`config.mk`:
```
export PLATFORM = sky130hd
export DESIGN_NAME = prescaled_timer_with_reload
export DESIGN_NICKNAME = d
export VERILOG_FILES = /design/src/rtl/core/ptr_pkg.sv /design/src/rtl/core/prescaled_timer_with_reload.sv /design/src/rtl/core/ptr_cfg_regs.sv /design/src/rtl/core/ptr_tick_core.sv /design/src/rtl/core/ptr_out_stage.sv
export SDC_FILE = /design/constraint.sdc
export NUM_CORES = 1
export LEC_CHECK = 0
export BUFFER_PORTS_ARGS = -buffer_cell sky130_fd_sc_hd__buf_2
export CORE_ASPECT_RATIO = 1.5
export CORE_MARGIN = 3
export CORE_UTILIZATION = 30
export DETAILED_ROUTE_END_ITERATION = 8
export PLACE_DENSITY_LB_ADDON = 0.3
export SLEW_MARGIN = 20
export SYNTH_ARGS = -nofsm -noshare
export SYNTH_HDL_FRONTEND = slang
export SYNTH_SLANG_ARGS = --single-unit
```
`constraint.sdc`:
```
create_clock -name clk -period 9.4 [get_ports clk]
set_input_delay 1.41 -clock clk [delete_from_list [all_inputs] [get_ports clk]]
set_output_delay 1.41 -clock clk [all_outputs]
set_load 0.005 [all_outputs]
```
`src/rtl/core/ptr_pkg.sv`:
```
// package for the prescaled timer with reload
// holds shared types, register codes and the threshold table; no dependencies
package ptr_pkg;

  localparam int unsigned ElapsedWidth   = 8;
  localparam int unsigned ByteWidth      = 8;
  localparam int unsigned PrescalerWidth = 9;
  localparam int unsigned SelectWidth    = 2;
  localparam int unsigned ApbAddrWidth   = 4;
  localparam int unsigned ApbDataWidth   = 32;
  localparam int unsigned InDataWidth    = 8;
  localparam int unsigned OutDataWidth   = 24;

  // register index codes (byte address is 4 * index)
  typedef enum logic [1:0] {
    REG_TIMER_ENABLE = 2'd0,
    REG_CLOCK_SELECT = 2'd1,
    REG_RELOAD_VALUE = 2'd2,
    REG_UNUSED       = 2'd3
  } ptr_reg_idx_t;

  // configuration seen by the tick datapath
  typedef struct packed {
    logic                   timer_enable;
    logic [SelectWidth-1:0] clock_select;
    logic [ByteWidth-1:0]   reload_value;
  } ptr_cfg_t;

  // one result item
  typedef struct packed {
    logic                 timer_irq;
    logic                 counter_stepped;
    logic [ByteWidth-1:0] counter_value;
    logic [ByteWidth-1:0] divider_value;
  } ptr_result_t;

  // prescaler threshold for each clock select code
  function automatic logic [PrescalerWidth-1:0] threshold_of(
    input logic [SelectWidth-1:0] sel
  );
    logic [PrescalerWidth-1:0] thr;
    case (sel)
      2'd0:    thr = 9'd255;
      2'd1:    thr = 9'd3;
      2'd2:    thr = 9'd15;
      default: thr = 9'd63;
    endcase
    return thr;
  endfunction

endpackage

```
`src/rtl/core/prescaled_timer_with_reload.sv`:
```
// top level of the prescaled timer with reload
// depends on ptr_pkg, ptr_cfg_regs, ptr_tick_core, ptr_out_stage
//
// Each input item reports the machine cycles elapsed since the previous one and
// yields exactly one result item with the divider and counter bytes after that
// tick, a step flag and the timer interrupt flag. The state update is a single
// add and compare ahead of the result register, so one item is taken every cycle
// while the output is being taken; the input stalls only while a finished result
// waits at the output. Registers sit at byte addresses 0 (timer_enable),
// 4 (clock_select) and 8 (reload_value); the user must write them only while no
// item is in flight, and the block itself does not enforce this.
module prescaled_timer_with_reload
  import ptr_pkg::*;
(
  input  logic                    clk,
  input  logic                    rst,
  // tdata: [7:0] elapsed_cycles
  input  logic                    s_tvalid,
  output logic                    s_tready,
  input  logic [InDataWidth-1:0]  s_tdata,
  // tdata: [7:0] divider_value, [15:8] counter_value, [16] counter_stepped,
  // [17] timer_irq, [23:18] zero
  output logic                    m_tvalid,
  input  logic                    m_tready,
  output logic [OutDataWidth-1:0] m_tdata,
  input  logic                    psel,
  input  logic                    penable,
  input  logic                    pwrite,
  input  logic [ApbAddrWidth-1:0] paddr,
  input  logic [ApbDataWidth-1:0] pwdata,
  output logic [ApbDataWidth-1:0] prdata,
  output logic                    pready
);

  ptr_cfg_t    cfg;
  ptr_result_t result;
  logic        out_busy;
  logic        take;

  assign s_tready = !out_busy;
  assign take     = s_tvalid && s_tready;

  ptr_cfg_regs u_cfg (
    .clk     (clk),
    .rst     (rst),
    .psel    (psel),
    .penable (penable),
    .pwrite  (pwrite),
    .paddr   (paddr),
    .pwdata  (pwdata),
    .prdata  (prdata),
    .pready  (pready),
    .cfg     (cfg)
  );

  ptr_tick_core u_core (
    .clk            (clk),
    .rst            (rst),
    .take           (take),
    .elapsed_cycles (s_tdata[ElapsedWidth-1:0]),
    .cfg            (cfg),
    .result         (result)
  );

  ptr_out_stage u_out (
    .clk      (clk),
    .rst      (rst),
    .take     (take),
    .result   (result),
    .out_busy (out_busy),
    .m_tvalid (m_tvalid),
    .m_tready (m_tready),
    .m_tdata  (m_tdata)
  );

endmodule

```
`src/rtl/core/ptr_cfg_regs.sv`:
```
// configuration registers of the prescaled timer behind an apb-style port
// depends on ptr_pkg
module ptr_cfg_regs
  import ptr_pkg::*;
(
  input  logic                    clk,
  input  logic                    rst,
  input  logic                    psel,
  input  logic                    penable,
  input  logic                    pwrite,
  input  logic [ApbAddrWidth-1:0] paddr,
  input  logic [ApbDataWidth-1:0] pwdata,
  output logic [ApbDataWidth-1:0] prdata,
  output logic                    pready,
  output ptr_cfg_t                cfg
);

  ptr_cfg_t     cfg_next;
  ptr_reg_idx_t reg_idx;
  logic         wr_en;

  assign pready  = 1'b1;
  assign reg_idx = ptr_reg_idx_t'(paddr[ApbAddrWidth-1:2]);
  assign wr_en   = psel && penable && pwrite && pready;

  // write decode
  always_comb begin
    cfg_next = cfg;
    if (wr_en) begin
      unique case (reg_idx)
        REG_TIMER_ENABLE: cfg_next.timer_enable = pwdata[0];
        REG_CLOCK_SELECT: cfg_next.clock_select = pwdata[SelectWidth-1:0];
        REG_RELOAD_VALUE: cfg_next.reload_value = pwdata[ByteWidth-1:0];
        default:          cfg_next = cfg;
      endcase
    end
  end

  // register state
  always_ff @(posedge clk) begin
    if (rst) begin
      cfg <= '0;
    end else begin
      cfg <= cfg_next;
    end
  end

  // read mux
  always_comb begin
    prdata = '0;
    unique case (reg_idx)
      REG_TIMER_ENABLE: prdata[0] = cfg.timer_enable;
      REG_CLOCK_SELECT: prdata[SelectWidth-1:0] = cfg.clock_select;
      REG_RELOAD_VALUE: prdata[ByteWidth-1:0] = cfg.reload_value;
      default:          prdata = '0;
    endcase
  end

endmodule

```
`src/rtl/core/ptr_tick_core.sv`:
```
// timer state (divider, counter, prescaler, last select) and its per-tick update
// depends on ptr_pkg
module ptr_tick_core
  import ptr_pkg::*;
(
  input  logic                    clk,
  input  logic                    rst,
  input  logic                    take,
  input  logic [ElapsedWidth-1:0] elapsed_cycles,
  input  ptr_cfg_t                cfg,
  output ptr_result_t             result
);

  logic [ByteWidth-1:0]      divider, divider_next;
  logic [ByteWidth-1:0]      counter, counter_next;
  logic [PrescalerWidth-1:0] prescaler, prescaler_next;
  logic [SelectWidth-1:0]    last_select, last_select_next;

  logic [PrescalerWidth-1:0] pre_base;
  logic [PrescalerWidth-1:0] pre_sum;
  logic                      reached;
  logic                      wrap;

  // next state for one tick
  always_comb begin
    pre_base = (cfg.clock_select != last_select) ? '0 : prescaler;
    pre_sum  = pre_base + PrescalerWidth'(elapsed_cycles);
    reached  = (pre_sum >= threshold_of(cfg.clock_select));
    wrap     = (counter == {ByteWidth{1'b1}});

    divider_next     = divider;
    counter_next     = counter;
    prescaler_next   = prescaler;
    last_select_next = last_select;

    if (cfg.timer_enable) begin
      last_select_next = cfg.clock_select;
      divider_next     = divider + elapsed_cycles;
      prescaler_next   = reached ? '0 : pre_sum;
      if (reached) begin
        counter_next = wrap ? cfg.reload_value : counter + 8'd1;
      end
    end

    result.divider_value   = divider_next;
    result.counter_value   = counter_next;
    result.counter_stepped = cfg.timer_enable && reached;
    result.timer_irq       = cfg.timer_enable && reached && wrap;
  end

  // state registers, advanced once per accepted item
  always_ff @(posedge clk) begin
    if (rst) begin
      divider     <= '0;
      counter     <= '0;
      prescaler   <= '0;
      last_select <= '0;
    end else if (take) begin
      divider     <= divider_next;
      counter     <= counter_next;
      prescaler   <= prescaler_next;
      last_select <= last_select_next;
    end
  end

endmodule

```
`src/rtl/core/ptr_out_stage.sv`:
```
// result register between the tick datapath and the output stream
// depends on ptr_pkg
module ptr_out_stage
  import ptr_pkg::*;
(
  input  logic                    clk,
  input  logic                    rst,
  input  logic                    take,
  input  ptr_result_t             result,
  output logic                    out_busy,
  output logic                    m_tvalid,
  input  logic                    m_tready,
  output logic [OutDataWidth-1:0] m_tdata
);

  ptr_result_t held;

  // blocks new items only while a result waits and is not taken
  assign out_busy = m_tvalid && !m_tready;

  // valid flag
  always_ff @(posedge clk) begin
    if (rst) begin
      m_tvalid <= 1'b0;
    end else if (take) begin
      m_tvalid <= 1'b1;
    end else if (m_tready) begin
      m_tvalid <= 1'b0;
    end
  end

  // payload
  always_ff @(posedge clk) begin
    if (take) begin
      held <= result;
    end
  end

  assign m_tdata = {{(OutDataWidth - $bits(ptr_result_t)){1'b0}}, held};

endmodule

```
==> reports/results.ini, run 1 <==
[synth]
async_flop_share_pct=0
synthDistinctLibCells=57
syn_inst=406
yosys_warnings=0
synth-edff-count=18
syn_area_um2=3591
synth_seq_cells=57
ys_seq_area_share_pct=36.79
synthFlopType=dfxtp_1
synth.avg_cell_area_um2=8.845

[route]
vias=2977
route.detailed.drc=0
ant_nets=0
drt_iter0_drc=157
viasPerCell=4.880
wl_per_cell_um=13.08
drt_wl_total_mm=7.977
drt-pass1-iter-count=4

[clock_tree]
cts_buffers=9
htreeDepth=3
insertion_delay_ns=0.33
post-cts-setup-buffers=0
clk_path_buf_depth=2
post_cts_resized=0
cts_tree=done
clk_pin_slew_ns=0.05
clock_sinks=57
ctsHoldBuffers=0
clock-root-buffer=clkbuf_16

[power]
cellLeakagePower_nw=1.775
swShare_pct=23.06
peakVddDrop_mv=0.05769
power_density_nw_per_um2=148.3
p_int_uw=474.2
power_frac_comb_pct=7.0
p_total_uw=616.3
clkPwrFrac_pct=50.7
p_sw_uw=142.1
p_seq_share_pct=42.3

[critical_path]
worstPathArrival_ns=4.85
crit_path_start_kind=primary input
path_class=in -> reg
cp-end-kind=flip-flop
worstSetupStartpoint=s_tdata[0]
r2r_cells=15
crit_path_end=u_out.m_tdata[8]$_DFFE_PP_
reg2reg_to=u_out.m_tdata[8]$_DFFE_PP_
worstPathRequired_ns=9.46
reg2reg_slack_ns=4.80
crit_path_max_fanout=15
timing.rr.start=u_cfg.cfg[8]$_SDFFE_PP0P_

[global_routing]
grt_pass1_wl_mm=12.79
grt_start_max_net_pins=42
grt_use_total_pct=12.27
grt.overflow.total=0
grt_antenna_before_repair=0
grt_pass1_vias=2693

[floorplanning]
dieArea_um2=13350
core_um2=11590
die_w_um=95.33
die_h_um=140.0
initial_core_util_pct=30.98
rows=48
ios=110

[layout]
syn_to_final_growth_pct=15.75
fillers=1226
n_antenna_cell=0
nets=536
drive_gt1_share_pct=18.70

[min_path]
hold_class=reg -> reg

[sta]
slew_headroom_pct=44.39
worst_pin_slew_ns=0.8342
hold_viol_final=0
setup_tns_ns=0
fin_crit_ns=4.789
rsz0062_at_grt=no
clock.fmax_mhz=208.8
skew_ns=0.004429
fin_crit_sh_pct=50.95
drv_slew=0
worst_slack_ns=4.611
setup_viol=0
whs_ns=0.4672

[placement]
globalplace.congestion=0.8168
pre_cts_ws_ns=4.258
post-dp-hpwl_mm=5.931
portBuffers=52

[outcome]
run_status=finished, final reports clean

[job]
cap_violations=0

-- worst min path at each step --
stage	end	cells past startpoint	slack [ns]	from
final	u_core.last_select[0]$_SDFFE_PP0P_	2	0.47	u_core.last_select[0]$_SDFFE_PP0P_
after global routing	u_core.divider[3]$_SDFFE_PP0P_	2	0.50	u_core.divider[3]$_SDFFE_PP0P_
after CTS	u_core.last_select[0]$_SDFFE_PP0P_	2	0.47	u_core.last_select[0]$_SDFFE_PP0P_
after detailed placement	u_core.last_select[0]$_SDFFE_PP0P_	2	0.46	u_core.last_select[0]$_SDFFE_PP0P_
after global placement	u_core.last_select[1]$_SDFFE_PP0P_	2	0.45	u_core.last_select[1]$_SDFFE_PP0P_
after floorplan	u_cfg.cfg[2]$_SDFFE_PP0P_	2	0.44	u_cfg.cfg[2]$_SDFFE_PP0P_
-- flip-flops by register name, summed over array words and instances, names as in the netlist --
name	cells
u_out.m_tdata	18
u_core.divider	8
u_core.last_select	2
u_core.counter	8
u_out.m_tvalid	1
u_cfg.cfg	11
u_core.prescaler	9
-- routing by layer --
layer  part of all wire, %  global-route usage [%]  vias up
met3                   6.9                   3.332       13
met4                   2.1                   5.323        0
met1                    39                   13.57     1373
met5                     0                       0        -
met2                    52                   21.48      114
li1                      -                       -     1477
-- critical path, cell delays in order --
cell and delay [ns]:
buf_2 0.11, ha_1 0.22, fa_1 0.44, a211o_2 0.39
a221oi_1 0.33, xnor2_1 0.20, ha_1 0.29, nor2b_1 0.15
o311a_1 0.37, nor4_4 0.41, inv_2 0.23, mux2i_1 0.18
o21ai_0 0.11
-- power by group through the flow --
| stage | Clock (mW) | Combinational, mW | Sequential (mW) |
|---|---|---|---|
| finish | 0.312 | 0.0430 | 0.261 |
| CTS | 0.321 | 0.0434 | 0.261 |
| global placement | 0 | 0.0423 | 0.266 |
| global route | 0.332 | 0.0486 | 0.261 |
| floorplan | 0 | 0.0351 | 0.266 |
| detailed placement | 0 | 0.0432 | 0.266 |
-- Yosys cell counts (9+ instances only) --
| library cell | instances | area share (%) |
|---|---|---|
| a21oi_1 | 38 | 5.3 |
| o21ai_0 | 11 | 1.5 |
| nand2_1 | 46 | 4.8 |
| ha_1 | 28 | 9.8 |
| edfxtp_1 | 18 | 15 |
| nor2_1 | 29 | 3.0 |
| buf_4 | 31 | 6.5 |
| a22oi_1 | 9 | 1.9 |
| clkbuf_1 | 10 | 1.0 |
| inv_1 | 19 | 2.0 |
| and2_1 | 17 | 3.0 |
| dfxtp_1 | 39 | 22 |
| nand3_1 | 14 | 2.0 |
-- cells by family after synthesis --
family / share of synthesized area (%)
compound gates: 18.36
xor+xnor: 3.171
fa+ha+maj: 10.87
buf+inv: 10.17
flops: 36.79
mux: 2.439
other cells: 0.2091
simple gates: 17.98
-- per-stage QoR --
stage               area [um^2]  std cells  utilization, %
floorplan                  3700        435               -
global placement           3865        594           33.34
detailed placement         3865        594           33.34
CTS                        4156        610           35.86
global route               4156        610           35.86
finish                     4156        610           35.86
-- placed cells by master, fill, tap and decap left out, types with 3 or more instances in the layout --
master / n
buf_2: 52
nand2_1: 46
dfxtp_1: 39
a21oi_1: 38
conb_1: 31
nor2_1: 29
ha_1: 28
inv_1: 19
edfxtp_1: 18
and2_1: 17
nand3_1: 14
o21ai_0: 11
a22oi_1: 9
clkbuf_16: 9
nor3_1: 8
a31oi_1: 8
xnor2_1: 7
xor2_1: 6
mux2_2: 6
a211oi_1: 5
a21oi_2: 4
and3_1: 4
nor2b_1: 3
o211ai_1: 3
clkbuf_8: 3
-- final cells by class --
class                           instances  area, um^2  share of cell area (%)
Multi-Input combinational cell        314        2013                   48.43
Timing Repair Buffer                   53       267.8                   6.442
Inverter                               20       75.07                   1.806
Sequential cell                        57        1321                   31.79
Tap cell                              150       187.7                   4.515
Clock inverter                          4       25.02                  0.6020
Clock buffer                           12       266.5                   6.412
No activity file was read; power rests on OpenSTA's default activity.
==> run 2: changes to the inputs <==
- clock period: 9.4 -> 4.5 ns (I/O delays scaled with it)
==> run 2 against run 1 <==
  * First-iteration DRC count shrank 30%
  * Worst hold slack worse by 0.0031 ns
  * Die area unchanged
  * Largest power group unchanged
  * Flip-flop and latch count is the same
  * Via count fell by 0.10%
  * Register-to-register slack got worse by 4.5 ns
  * Largest cell class unchanged
  * Critical path type is now reg -> reg
  * Clock skew shrank 0.00090 ns
  * Routed wire length increased by 0.81%
  * Total power up 110%
  * Highest routed layer unchanged
==> reports/results.ini, run 2 (synthesized netlist as in run 1, its figures left out) <==
[global_routing]
grt_pass1_wl_mm=12.63  ; -1.2%
grt_use_total_pct=12.10  ; -0.17 points
grt_pass1_vias=2762  ; +2.6%
grt.overflow.total=0  ; unchanged
grt_start_max_net_pins=42  ; unchanged
grt_antenna_before_repair=0  ; unchanged

[outcome]
run_status=finished, final reports clean

[sta]
clock.fmax_mhz=239.9
drv_slew=0  ; unchanged
setup_tns_ns=0  ; unchanged
rsz0062_at_grt=no
hold_viol_final=0  ; unchanged
fin_crit_sh_pct=92.63
skew_ns=0.003528  ; -0.0009011 ns
worst_pin_slew_ns=0.8653  ; +0.03111 ns
slew_headroom_pct=42.31  ; -2.1 points
fin_crit_ns=4.168
setup_viol=0  ; unchanged

[critical_path]
worstSetupStartpoint=u_cfg.cfg[8]$_SDFFE_PP0P_
crit_path_max_fanout=15  ; unchanged
path_cells=xor2_1 -> nor2_1 -> and2_1 -> ha_1 -> fa_1 -> a211o_2 -> a221oi_2 -> xnor2_1 -> ha_1 -> nor2b_1 -> o311a_1 -> nor4_4 -> inv_2 -> mux2i_1 -> o21ai_0
crit_path_end=u_out.m_tdata[8]$_DFFE_PP_
worstPathRequired_ns=4.57  ; -4.89 ns
cp_common_cell=ha_1
reg2reg_slack_ns=0.33  ; -4.47 ns
cp_num_buf_inv=1  ; -1
slowest_stage=dfxtp_1
path_delay_family=compound AO/OA/AOI/OAI gates
crit_path_start_kind=flip-flop
timing.rr.start=u_cfg.cfg[8]$_SDFFE_PP0P_
path_class=reg -> reg
max_stage_delay_ns=0.44  ; about the same
r2r_cells=15  ; unchanged
reg2reg_to=u_out.m_tdata[8]$_DFFE_PP_
cp-end-kind=flip-flop
worstPathArrival_ns=4.24  ; -0.61 ns
crit_cells=15  ; +2

[power]
power_density_nw_per_um2=313.3  ; +110%
p_total_mw=1.318  ; +110%
peakVddDrop_mv=0.1268  ; +120%
cellLeakagePower_nw=1.794  ; +1.1%

[floorplanning]
rows=48  ; unchanged
dieArea_um2=13350  ; unchanged
die_h_um=140.0  ; unchanged
ios=110  ; unchanged
core_um2=11590  ; unchanged
die_w_um=95.33  ; unchanged
initial_core_util_pct=30.98  ; unchanged

[clock_tree]
post-cts-setup-buffers=0  ; unchanged
cts_tree=done
post_cts_resized=0  ; unchanged
clk_path_buf_depth=2  ; unchanged
clock_sinks=57  ; unchanged
clock-root-buffer=clkbuf_16
clk_pin_slew_ns=0.05  ; about the same
htreeDepth=3  ; unchanged
ctsHoldBuffers=0  ; unchanged
cts_buffers=9  ; unchanged
insertion_delay_ns=0.33  ; about the same

[route]
drt-pass1-iter-count=4  ; unchanged
ant_nets=0  ; unchanged
route.detailed.drc=0  ; unchanged
drt_iter0_drc=110  ; -30%
drt_wl_total_mm=8.042  ; +0.81%
viasPerCell=4.836  ; -0.91%
vias=2974  ; -0.10%
wl_per_cell_um=13.08  ; about the same

[layout]
regArea_um2=1321  ; unchanged
drive_gt1_share_pct=19.57  ; +0.87 points
mostFrequentLayoutCells=buf_2 (52), nand2_1 (46), dfxtp_1 (39), a21oi_1 (38), conb_1 (31)
largest_register_ffs=18  ; unchanged
syn_to_final_growth_pct=17.14
nets=541  ; +0.93%
final_common_cell=buf_2
fillers=1202  ; -2.0%
n_antenna_cell=0  ; unchanged
multi_input_area_um2=2019  ; +0.31%

[placement]
globalplace.congestion=0.8113  ; -0.67%
portBuffers=52  ; unchanged
post-dp-hpwl_mm=5.936  ; about the same

[job]
cap_violations=0  ; unchanged

[min_path]
hold_class=reg -> reg

## run 2: cell types whose count changed in the layout (fill, tap and decap cells not counted), sizes merged
cell      delta
buf          +5
clkinvlp     +2
bufinv       +1
clkbuf       -1
clkinv       -1
inv          -1
## run 2: cell type report
class | instances | area share [%]
multi-input combinational | 314 | 48.01
inverter | 20 | 1.785
tap | 150 | 4.462
clock inverter | 5 | 1.309
timing repair buffer | 58 | 7.258
clock buffer | 11 | 5.770
sequential | 57 | 31.41
## run 2: worst reg2reg max path: cells and delay by family (launching register included)
family | cells | cell delay, ns
fa+ha+maj | 3 | 0.92
xor+xnor | 2 | 0.38
mux | 1 | 0.17
simple gates | 4 | 0.68
flops | 1 | 0.44
compound gates | 4 | 1.12
buf+inv | 1 | 0.19
## run 2: layer usage
layer  global-route usage (%)  share of wire [%]  up-vias
li1                         -                  -     1486
met1                    13.08                 41     1394
met2                    21.85                 52       81
met3                    2.257                5.3       13
met4                    6.008                2.2        0
met5                        0                  0        -
## run 2: how the worst min path moves through the flow
stage | cells past startpoint | to | slack [ns] | startpoint
2_1_floorplan | 2 | u_cfg.cfg[2]$_SDFFE_PP0P_ | 0.44 | u_cfg.cfg[2]$_SDFFE_PP0P_
3_3_place_gp | 2 | u_core.last_select[1]$_SDFFE_PP0P_ | 0.45 | u_core.last_select[1]$_SDFFE_PP0P_
3_5_place_dp | 2 | u_core.last_select[1]$_SDFFE_PP0P_ | 0.46 | u_core.last_select[1]$_SDFFE_PP0P_
4_1_cts | 2 | u_core.last_select[1]$_SDFFE_PP0P_ | 0.47 | u_core.last_select[1]$_SDFFE_PP0P_
5_1_grt | 2 | u_core.divider[2]$_SDFFE_PP0P_ | 0.50 | u_core.divider[2]$_SDFFE_PP0P_
6_report | 2 | u_core.last_select[0]$_SDFFE_PP0P_ | 0.46 | u_core.last_select[0]$_SDFFE_PP0P_
## run 2: per-stage QoR
stage / setup slack, ns / util [%] / instance area, um^2 / std cells / hold slack, ns
2_1_floorplan: 0.3762 / - / 3700 / 435 / 0.4416
4_1_cts: 0.2209 / 36.24 / 4200 / 615 / 0.4674
5_1_grt: 0.05998 / 36.29 / 4207 / 615 / 0.4959
3_3_place_gp: 0.2948 / 33.67 / 3902 / 599 / 0.4540
6_report: 0.3317 / 36.29 / 4207 / 615 / 0.4641
3_5_place_dp: 0.2331 / 33.67 / 3902 / 599 / 0.4605
## run 2: power breakdown
part           internal [mW]  total [mW]  switching, mW
Combinational         0.0347      0.0919         0.0571
Sequential             0.541       0.545        0.00377
Clock                  0.441       0.682          0.241
Total                   1.02        1.32          0.302
